## src/hw/rtl/hs_pkg.sv

```systemverilog
package hs_pkg;

  localparam int unsigned CAPACITY = 64;
  localparam int unsigned ADDR_W   = $clog2(CAPACITY);
  localparam int unsigned CNT_W    = ADDR_W + 1;

  typedef struct packed {
    logic signed [31:0] value;
    logic               is_last;
  } in_word_t;

  typedef struct packed {
    logic signed [31:0] sorted_value;
    logic               end_of_set;
    logic               overflowed;
  } out_word_t;

  // Source of the value written into the store.
  typedef enum logic [1:0] {
    WR_IN,
    WR_HELD,
    WR_CAND,
    WR_RDATA
  } wr_src_e;

  typedef struct packed {
    logic              rd_en;
    logic [ADDR_W-1:0] rd_addr;
    logic              wr_en;
    logic [ADDR_W-1:0] wr_addr;
    wr_src_e           wr_sel;
    logic              ld_held;
    logic              ld_cand;
  } hs_cmd_t;

  typedef struct packed {
    logic cand_lt_rd;
    logic held_gt_cand;
  } hs_sts_t;

endpackage

```

## src/hw/rtl/hs_datapath.sv

```systemverilog
// Store, read register and the two value registers used while sifting.
module hs_datapath import hs_pkg::*; (
  input  logic               clk_i,
  input  hs_cmd_t            cmd_i,
  input  logic signed [31:0] value_i,
  output hs_sts_t            sts_o,
  output logic signed [31:0] rdata_o
);

  logic signed [31:0] mem_q [CAPACITY];
  logic signed [31:0] rdata_q;
  logic signed [31:0] held_q;
  logic signed [31:0] cand_q;
  logic signed [31:0] wdata;

  always_comb begin
    case (cmd_i.wr_sel)
      WR_IN:    wdata = value_i;
      WR_HELD:  wdata = held_q;
      WR_CAND:  wdata = cand_q;
      WR_RDATA: wdata = rdata_q;
      default:  wdata = value_i;
    endcase
  end

  always_ff @(posedge clk_i) begin
    if (cmd_i.wr_en) begin
      mem_q[cmd_i.wr_addr] <= wdata;
    end
    if (cmd_i.rd_en) begin
      rdata_q <= mem_q[cmd_i.rd_addr];
    end
  end

  always_ff @(posedge clk_i) begin
    if (cmd_i.ld_held) begin
      held_q <= rdata_q;
    end
    if (cmd_i.ld_cand) begin
      cand_q <= rdata_q;
    end
  end

  assign sts_o.cand_lt_rd   = cand_q < rdata_q;
  assign sts_o.held_gt_cand = held_q > cand_q;
  assign rdata_o            = rdata_q;

endmodule

```

## src/hw/rtl/hs_ctrl.sv

```systemverilog
// Sequencer for loading, heap build, extraction and read-out.
module hs_ctrl import hs_pkg::*; (
  input  logic    clk_i,
  input  logic    rst_ni,
  input  logic    start_i,
  input  logic    is_last_i,
  output logic    busy_o,
  output hs_cmd_t cmd_o,
  input  hs_sts_t sts_i,
  output logic    strobe_o,
  output logic    fin_o,
  output logic    ovf_o
);

  typedef enum logic [3:0] {
    ST_IDLE,
    ST_BUILD,
    ST_RDH,
    ST_HELD,
    ST_KID,
    ST_RD2,
    ST_CMP2,
    ST_CMP,
    ST_EXT,
    ST_SW0,
    ST_SW1,
    ST_SW2,
    ST_SW3,
    ST_OUT,
    ST_DRAIN
  } state_e;

  state_e            state_q;
  logic [CNT_W-1:0]  count_q;
  logic              dropped_q;
  logic [ADDR_W-1:0] s_q;
  logic [CNT_W-1:0]  last_q;
  logic [CNT_W-1:0]  lim_q;
  logic [ADDR_W-1:0] hole_q;
  logic [ADDR_W-1:0] kid_q;
  logic              extract_q;
  logic [ADDR_W-1:0] k_q;
  logic              strobe_q;
  logic              fin_q;
  logic              ovf_q;

  logic             full;
  logic [CNT_W-1:0] cnt_n;
  logic [CNT_W-1:0] kid_w;
  logic [CNT_W-1:0] kid1_w;
  logic             out_fin;

  assign full    = (count_q == CNT_W'(CAPACITY));
  assign cnt_n   = full ? count_q : count_q + CNT_W'(1);
  assign kid_w   = {hole_q, 1'b1};
  assign kid1_w  = {1'b0, kid_q} + CNT_W'(1);
  assign out_fin = (({1'b0, k_q} + CNT_W'(1)) == count_q);

  always_comb begin
    cmd_o         = '0;
    cmd_o.wr_sel  = WR_IN;
    case (state_q)
      ST_IDLE: begin
        cmd_o.wr_en   = start_i && !full;
        cmd_o.wr_addr = count_q[ADDR_W-1:0];
      end
      ST_RDH: begin
        cmd_o.rd_en   = 1'b1;
        cmd_o.rd_addr = hole_q;
      end
      ST_HELD: begin
        cmd_o.ld_held = 1'b1;
      end
      ST_KID: begin
        if (kid_w >= lim_q) begin
          cmd_o.wr_en   = 1'b1;
          cmd_o.wr_addr = hole_q;
          cmd_o.wr_sel  = WR_HELD;
        end else begin
          cmd_o.rd_en   = 1'b1;
          cmd_o.rd_addr = kid_w[ADDR_W-1:0];
        end
      end
      ST_RD2: begin
        cmd_o.ld_cand = 1'b1;
        if (kid1_w < lim_q) begin
          cmd_o.rd_en   = 1'b1;
          cmd_o.rd_addr = kid1_w[ADDR_W-1:0];
        end
      end
      ST_CMP2: begin
        cmd_o.ld_cand = sts_i.cand_lt_rd;
      end
      ST_CMP: begin
        cmd_o.wr_en   = 1'b1;
        cmd_o.wr_addr = hole_q;
        cmd_o.wr_sel  = sts_i.held_gt_cand ? WR_HELD : WR_CAND;
      end
      ST_SW0: begin
        cmd_o.rd_en   = 1'b1;
        cmd_o.rd_addr = '0;
      end
      ST_SW1: begin
        cmd_o.ld_cand = 1'b1;
        cmd_o.rd_en   = 1'b1;
        cmd_o.rd_addr = last_q[ADDR_W-1:0];
      end
      ST_SW2: begin
        cmd_o.ld_held = 1'b1;
        cmd_o.wr_en   = 1'b1;
        cmd_o.wr_addr = '0;
        cmd_o.wr_sel  = WR_RDATA;
      end
      ST_SW3: begin
        cmd_o.wr_en   = 1'b1;
        cmd_o.wr_addr = last_q[ADDR_W-1:0];
        cmd_o.wr_sel  = WR_CAND;
      end
      ST_OUT: begin
        cmd_o.rd_en   = 1'b1;
        cmd_o.rd_addr = k_q;
      end
      default: begin
        cmd_o.rd_en   = 1'b0;
      end
    endcase
  end

  always_ff @(posedge clk_i or negedge rst_ni) begin
    if (!rst_ni) begin
      state_q   <= ST_IDLE;
      count_q   <= '0;
      dropped_q <= 1'b0;
      s_q       <= '0;
      last_q    <= '0;
      lim_q     <= '0;
      hole_q    <= '0;
      kid_q     <= '0;
      extract_q <= 1'b0;
      k_q       <= '0;
      strobe_q  <= 1'b0;
      fin_q     <= 1'b0;
      ovf_q     <= 1'b0;
    end else begin
      strobe_q <= 1'b0;
      case (state_q)
        ST_IDLE: begin
          if (start_i) begin
            count_q <= cnt_n;
            if (full) begin
              dropped_q <= 1'b1;
            end
            if (is_last_i) begin
              s_q     <= cnt_n[CNT_W-1:1] + ADDR_W'(1);
              last_q  <= cnt_n;
              state_q <= ST_BUILD;
            end
          end
        end
        ST_BUILD: begin
          if (s_q == '0) begin
            state_q <= ST_EXT;
          end else begin
            s_q       <= s_q - ADDR_W'(1);
            hole_q    <= s_q - ADDR_W'(1);
            lim_q     <= count_q;
            extract_q <= 1'b0;
            state_q   <= ST_RDH;
          end
        end
        ST_RDH:  state_q <= ST_HELD;
        ST_HELD: state_q <= ST_KID;
        ST_KID: begin
          if (kid_w >= lim_q) begin
            state_q <= extract_q ? ST_EXT : ST_BUILD;
          end else begin
            kid_q   <= kid_w[ADDR_W-1:0];
            state_q <= ST_RD2;
          end
        end
        ST_RD2: begin
          state_q <= (kid1_w < lim_q) ? ST_CMP2 : ST_CMP;
        end
        ST_CMP2: begin
          if (sts_i.cand_lt_rd) begin
            kid_q <= kid1_w[ADDR_W-1:0];
          end
          state_q <= ST_CMP;
        end
        ST_CMP: begin
          if (sts_i.held_gt_cand) begin
            state_q <= extract_q ? ST_EXT : ST_BUILD;
          end else begin
            hole_q  <= kid_q;
            state_q <= ST_KID;
          end
        end
        ST_EXT: begin
          if (last_q > CNT_W'(1)) begin
            last_q  <= last_q - CNT_W'(1);
            state_q <= ST_SW0;
          end else begin
            k_q     <= '0;
            state_q <= ST_OUT;
          end
        end
        ST_SW0: state_q <= ST_SW1;
        ST_SW1: state_q <= ST_SW2;
        ST_SW2: state_q <= ST_SW3;
        ST_SW3: begin
          hole_q    <= '0;
          lim_q     <= last_q;
          extract_q <= 1'b1;
          state_q   <= ST_KID;
        end
        ST_OUT: begin
          strobe_q <= 1'b1;
          fin_q    <= out_fin;
          ovf_q    <= out_fin & dropped_q;
          k_q      <= k_q + ADDR_W'(1);
          if (out_fin) begin
            state_q <= ST_DRAIN;
          end
        end
        ST_DRAIN: begin
          count_q   <= '0;
          dropped_q <= 1'b0;
          state_q   <= ST_IDLE;
        end
        default: state_q <= ST_IDLE;
      endcase
    end
  end

  assign busy_o   = (state_q != ST_IDLE);
  assign strobe_o = strobe_q;
  assign fin_o    = fin_q;
  assign ovf_o    = ovf_q;

endmodule

```

## src/hw/rtl/heap_sorter_core.sv

```systemverilog
// Heap sorter for sets of up to 64 signed 32-bit values. A word is taken
// whenever start_i is high while busy_o is low; it is written into the store
// in that cycle, so loading runs at one word per clock. The word that carries
// is_last closes the set: busy_o then rises and the block builds a max-heap,
// extracts it in place and streams the set out smallest first, one result
// word per clock on out_o while out_strobe_o is high. The receiver cannot
// stall: every result word is valid for exactly one cycle and must be taken
// then. The final word of the set carries end_of_set, and overflowed on that
// word reports that values arrived while the store was full and were
// dropped. Sorting cost is set by the store, which the controller uses for
// one access per step: each sift level reads the left child, reads the
// right child and picks the larger when there is one, then compares and
// writes back, and a sift that runs out of children writes the held value
// back. Each heap-build sift first reads and holds the entry to be sifted,
// and each extraction step steps the heap end and swaps root and last
// entry before its sift.
// busy_o falls in the cycle after the word that carries end_of_set.
module heap_sorter_core import hs_pkg::*; (
  input  logic      clk_i,
  input  logic      rst_ni,
  input  logic      start_i,
  input  in_word_t  in_i,
  output logic      busy_o,
  output logic      out_strobe_o,
  output out_word_t out_o
);

  hs_cmd_t            cmd;
  hs_sts_t            sts;
  logic signed [31:0] rdata;
  logic               fin;
  logic               ovf;

  // The controller owns all indices and the set bookkeeping.
  hs_ctrl u_ctrl (
    .clk_i     (clk_i),
    .rst_ni    (rst_ni),
    .start_i   (start_i),
    .is_last_i (in_i.is_last),
    .busy_o    (busy_o),
    .cmd_o     (cmd),
    .sts_i     (sts),
    .strobe_o  (out_strobe_o),
    .fin_o     (fin),
    .ovf_o     (ovf)
  );

  // The datapath holds the store and the values being compared.
  hs_datapath u_datapath (
    .clk_i   (clk_i),
    .cmd_i   (cmd),
    .value_i (in_i.value),
    .sts_o   (sts),
    .rdata_o (rdata)
  );

  // Read-out: the registered store output lines up with the strobe.
  assign out_o.sorted_value = rdata;
  assign out_o.end_of_set   = fin;
  assign out_o.overflowed   = ovf;

  // The block returns to idle straight after the last word of a set.
  a_idle_after_end: assert property (@(posedge clk_i) disable iff (!rst_ni)
    out_strobe_o && out_o.end_of_set |=> !busy_o)
    else $error("block still busy after end of set");

  // Results only appear while a set is being processed.
  a_no_result_idle: assert property (@(posedge clk_i) disable iff (!rst_ni)
    !busy_o |-> !out_strobe_o)
    else $error("result word while idle");

  // Overflow is only reported on the closing word.
  a_ovf_on_end: assert property (@(posedge clk_i) disable iff (!rst_ni)
    out_strobe_o && out_o.overflowed |-> out_o.end_of_set)
    else $error("overflow flag on a word other than the last");

  // A word accepted without is_last never starts the sort.
  a_load_stays_idle: assert property (@(posedge clk_i) disable iff (!rst_ni)
    start_i && !busy_o && !in_i.is_last |=> !busy_o)
    else $error("block left idle on a word that does not close the set");

endmodule
```

## config.mk

```make
export PLATFORM = sky130hd
export DESIGN_NAME = heap_sorter_core
export DESIGN_NICKNAME = d
export VERILOG_FILES = /design/src/hw/rtl/hs_pkg.sv /design/src/hw/rtl/hs_datapath.sv /design/src/hw/rtl/hs_ctrl.sv /design/src/hw/rtl/heap_sorter_core.sv
export SDC_FILE = /design/constraint.sdc
export NUM_CORES = 2
export LEC_CHECK = 0
export BUFFER_PORTS_ARGS = -buffer_cell sky130_fd_sc_hd__buf_4
export CELL_PAD_IN_SITES_DETAIL_PLACEMENT = 0
export CELL_PAD_IN_SITES_GLOBAL_PLACEMENT = 1
export CORE_ASPECT_RATIO = 1.5
export CORE_MARGIN = 2
export CORE_UTILIZATION = 25
export DETAILED_ROUTE_END_ITERATION = 6
export PLACE_DENSITY_LB_ADDON = 0.05
export SYNTH_ARGS = -nofsm -noshare
export SYNTH_HDL_FRONTEND = slang
export SYNTH_SLANG_ARGS = --single-unit
export TNS_END_PERCENT = 100
```

## constraint.sdc

```tcl
create_clock -name clk_i -period 15.8 [get_ports clk_i]
set_input_delay 1.58 -clock clk_i [delete_from_list [all_inputs] [get_ports clk_i]]
set_output_delay 1.58 -clock clk_i [all_outputs]
set_load 0.01 [all_outputs]
```

==> impl_metrics.env <==
export IMPL_status="finished clean"
export IMPL_cts_buffers=237
export IMPL_ctsResizeCount=0
export IMPL_syn_area_mm2=0.0876
export IMPL_drive_above_1_share=0.160
export IMPL_reg2reg_to="u_datapath.rdata_o[11]"
export IMPL_io_pins=72
export IMPL_tightestPinTransition_ns=1.23
export IMPL_grt_pass1_vias=53002
export IMPL_drt_pre_antenna_iters=5
export IMPL_worstPathRequired_ns=16.43
export IMPL_vias_per_cell=4.96
export IMPL_dpl_worst_slack_ns=8.33
export IMPL_grt_setup_unrepaired="no"
export IMPL_crit_path_end_kind="flip-flop"
export IMPL_min_period_ns=7.48
export IMPL_layout_common_cells="edfxtp_1, nand2_1, buf_4"
export IMPL_cpMaxStageDelayCell="buf_4"
export IMPL_rows=266
export IMPL_ys_flop_type="edfxtp_1"
export IMPL_holdPathStages=2
export IMPL_gp_congestion=0.763
export IMPL_ir_worst_vdd_v=0.0000852
export IMPL_ctsHoldBuffers=0
export IMPL_grt_max_degree=129
export IMPL_r2r_start="u_ctrl.kid_q[0]"
export IMPL_setup_violations=0
export IMPL_cp_start_kind="flip-flop"
export IMPL_hold_class="flip-flop to flip-flop"
export IMPL_grt_usage=0.203
export IMPL_start_util=0.251
export IMPL_final_nets=5824
export IMPL_syn2layout_area_growth_pct=16.6
export IMPL_grt_overflow_total=0
export IMPL_cts_root_buf="clkbuf_16"
export IMPL_syn_area_per_cell_um2=15.9
export IMPL_fin_ws_ns=8.32
export IMPL_power_total_mw=11.8
export IMPL_setup_tns_final_ns=0
export IMPL_drc_errors=0
export IMPL_dp_hpwl_um=215000
export IMPL_coreArea_mm2=0.349
export IMPL_worstSetupEndpoint="u_datapath.rdata_o[11]"
export IMPL_vias=51913
export IMPL_clock_skew_ns=0.0699
export IMPL_async_flop_share=0.0246
export IMPL_arrival_ns=8.11
export IMPL_syn_inst=5506
export IMPL_first_iter_violations=4331
export IMPL_synth_warnings=0
export IMPL_dieArea_mm2=0.355
export IMPL_crit_type="flip-flop to flip-flop"
export IMPL_drv_slew=0
export IMPL_synthesis_nets=5625
export IMPL_detail_route_antenna_nets=0
export IMPL_cpPeakStageDelay_ns=0.75
export IMPL_synth_cell_type_count=73
export IMPL_crit_fanout=128
export IMPL_max_slew_margin=0.182
export IMPL_synth_seq_area_share=0.750
export IMPL_reg2reg_depth=17
export IMPL_cts_tree="done"
export IMPL_layout_commonest_cell="edfxtp_1"
export IMPL_cts_htree_levels=4
export IMPL_wirelength_um=367000
export IMPL_die_h_um=729
export IMPL_crit_chain="ha_1 > nand3_1 > xnor2_1 > ha_1 > nand4_1 > a211oi_1 > or4b_1 > buf_4 > and3_4 > buf_12 > buf_4 > buf_4 > mux2i_1 > a32oi_1 > nand4_1 > nand4_1 > or3_1"
export IMPL_synth_edff_count=2144
export IMPL_grt_pass1_wl_um=493000
export IMPL_clock_sinks=2198
export IMPL_antenna_found_initial=26
export IMPL_r2r_setup_slack_ns=8.32
export IMPL_finalCritPeriodShare=0.473
export IMPL_wire_per_inst_um=35.1
export IMPL_maxCapViolCount=0
export IMPL_total_leakage_power_nw=33.3
export IMPL_synth_seq_cells=2198
export IMPL_cts_buffer_depth=4
export IMPL_fmax_mhz=134
export IMPL_cellPowerDensity_mw_per_mm2=116
export IMPL_hold_viol_final=0
export IMPL_port_buffers=71
export IMPL_die_w_um=487
export IMPL_critPathLaunch="u_ctrl.kid_q[0]"
export IMPL_clock_latency_ns=0.94
export IMPL_clkTransAtPathRegs_ns=0.06
export IMPL_post_cts_buffers=0
sequential cells by signal (all words and copies together) (netlist names), 7 cells and up:
name	count
u_datapath.mem_q	2048
u_ctrl.lim_q	7
u_ctrl.last_q	7
u_datapath.rdata_o	32
u_datapath.cand_q	32
u_ctrl.count_q	7
u_datapath.held_q	32
metrics by stage:
stage               hold slack, ns  cells  instance area [um^2]   util
finish                       0.490  10459                102000  0.292
global route                 0.524  10451                102000  0.292
CTS                          0.496  10444                102000  0.292
detailed placement           0.481  10022                 95100  0.272
global placement             0.469  10022                 95100  0.272
floorplan                    0.451   5506                 87600      -
metal layers:
layer,vias up,part of all wire,global-route usage
met5,-,0,0
met4,0,0.021,0.0433
met3,370,0.040,0.0197
met2,1211,0.52,0.366
met1,28313,0.42,0.262
li1,22019,-,-
where the power goes:
part | internal [mW] | switching [mW] | total (mW)
combinational | 0.0158 | 0.116 | 0.132
clock | 2.89 | 2.41 | 5.30
sequential | 6.39 | 0 | 6.39
total | 9.30 | 2.53 | 11.8
synth_stat cells (all sizes together), types with 54 or more instances:
master | number | share of area
a21oi | 205 | 0.012
a221oi | 57 | 0.0058
a22oi | 144 | 0.012
a32oi | 126 | 0.013
buf | 118 | 0.0068
clkbuf | 210 | 0.0090
dfrtp | 54 | 0.015
edfxtp | 2144 | 0.73
ha | 83 | 0.012
inv | 101 | 0.0043
mux2i | 129 | 0.015
mux4 | 216 | 0.056
nand2 | 936 | 0.040
nand3 | 274 | 0.016
nand4 | 87 | 0.0062
nor2 | 163 | 0.0070
nor3 | 62 | 0.0036
o21ai | 57 | 0.0033
logic make-up (layout without fill, tap and decap cells):
logic type	after synthesis	count (layout)	share of synthesized area
adders and majority gates	83	83	0.0118
and+or+nand+nor	1617	1617	0.0799
buffers and inverters	429	811	0.0201
muxes	345	345	0.0702
DFF	2198	2198	0.750
AOI/OAI and AO/OA	806	806	0.0652
xor gates and xnor gates	28	28	0.00280
other	0	15	0
worst max-delay path, delay by kind of cell, from the launching register on:
| kind | cells | cell delay, ns |
|---|---|---|
| muxes | 1 | 0.28 |
| DFF | 1 | 0.49 |
| xor gates and xnor gates | 1 | 0.35 |
| buffers and inverters | 4 | 2.27 |
| and+or+nand+nor | 7 | 2.31 |
| AOI/OAI and AO/OA | 2 | 0.47 |
| adders and majority gates | 2 | 0.52 |
worst min path at each step:
stage | startpoint | to
after floorplan | u_ctrl.fin_o | u_ctrl.fin_o
after global placement | u_ctrl.fin_o | u_ctrl.fin_o
after detailed placement | u_ctrl.fin_o | u_ctrl.fin_o
after CTS | u_ctrl.fin_o | u_ctrl.fin_o
after global routing | u_ctrl.fin_o | u_ctrl.fin_o
final | u_ctrl.fin_o | u_ctrl.fin_o
final cells by class:
type	count	area [um^2]
diodes	15	37.5
clock buffers	296	6170
clock inverters	126	835
fillers	34796	247000
inverters	101	379
multi-input cells	2879	21000
flip-flops and latches	2198	65700
well taps	4556	5700
repair buffers	288	2260
Note: power is estimated with default switching activity, not from simulation.
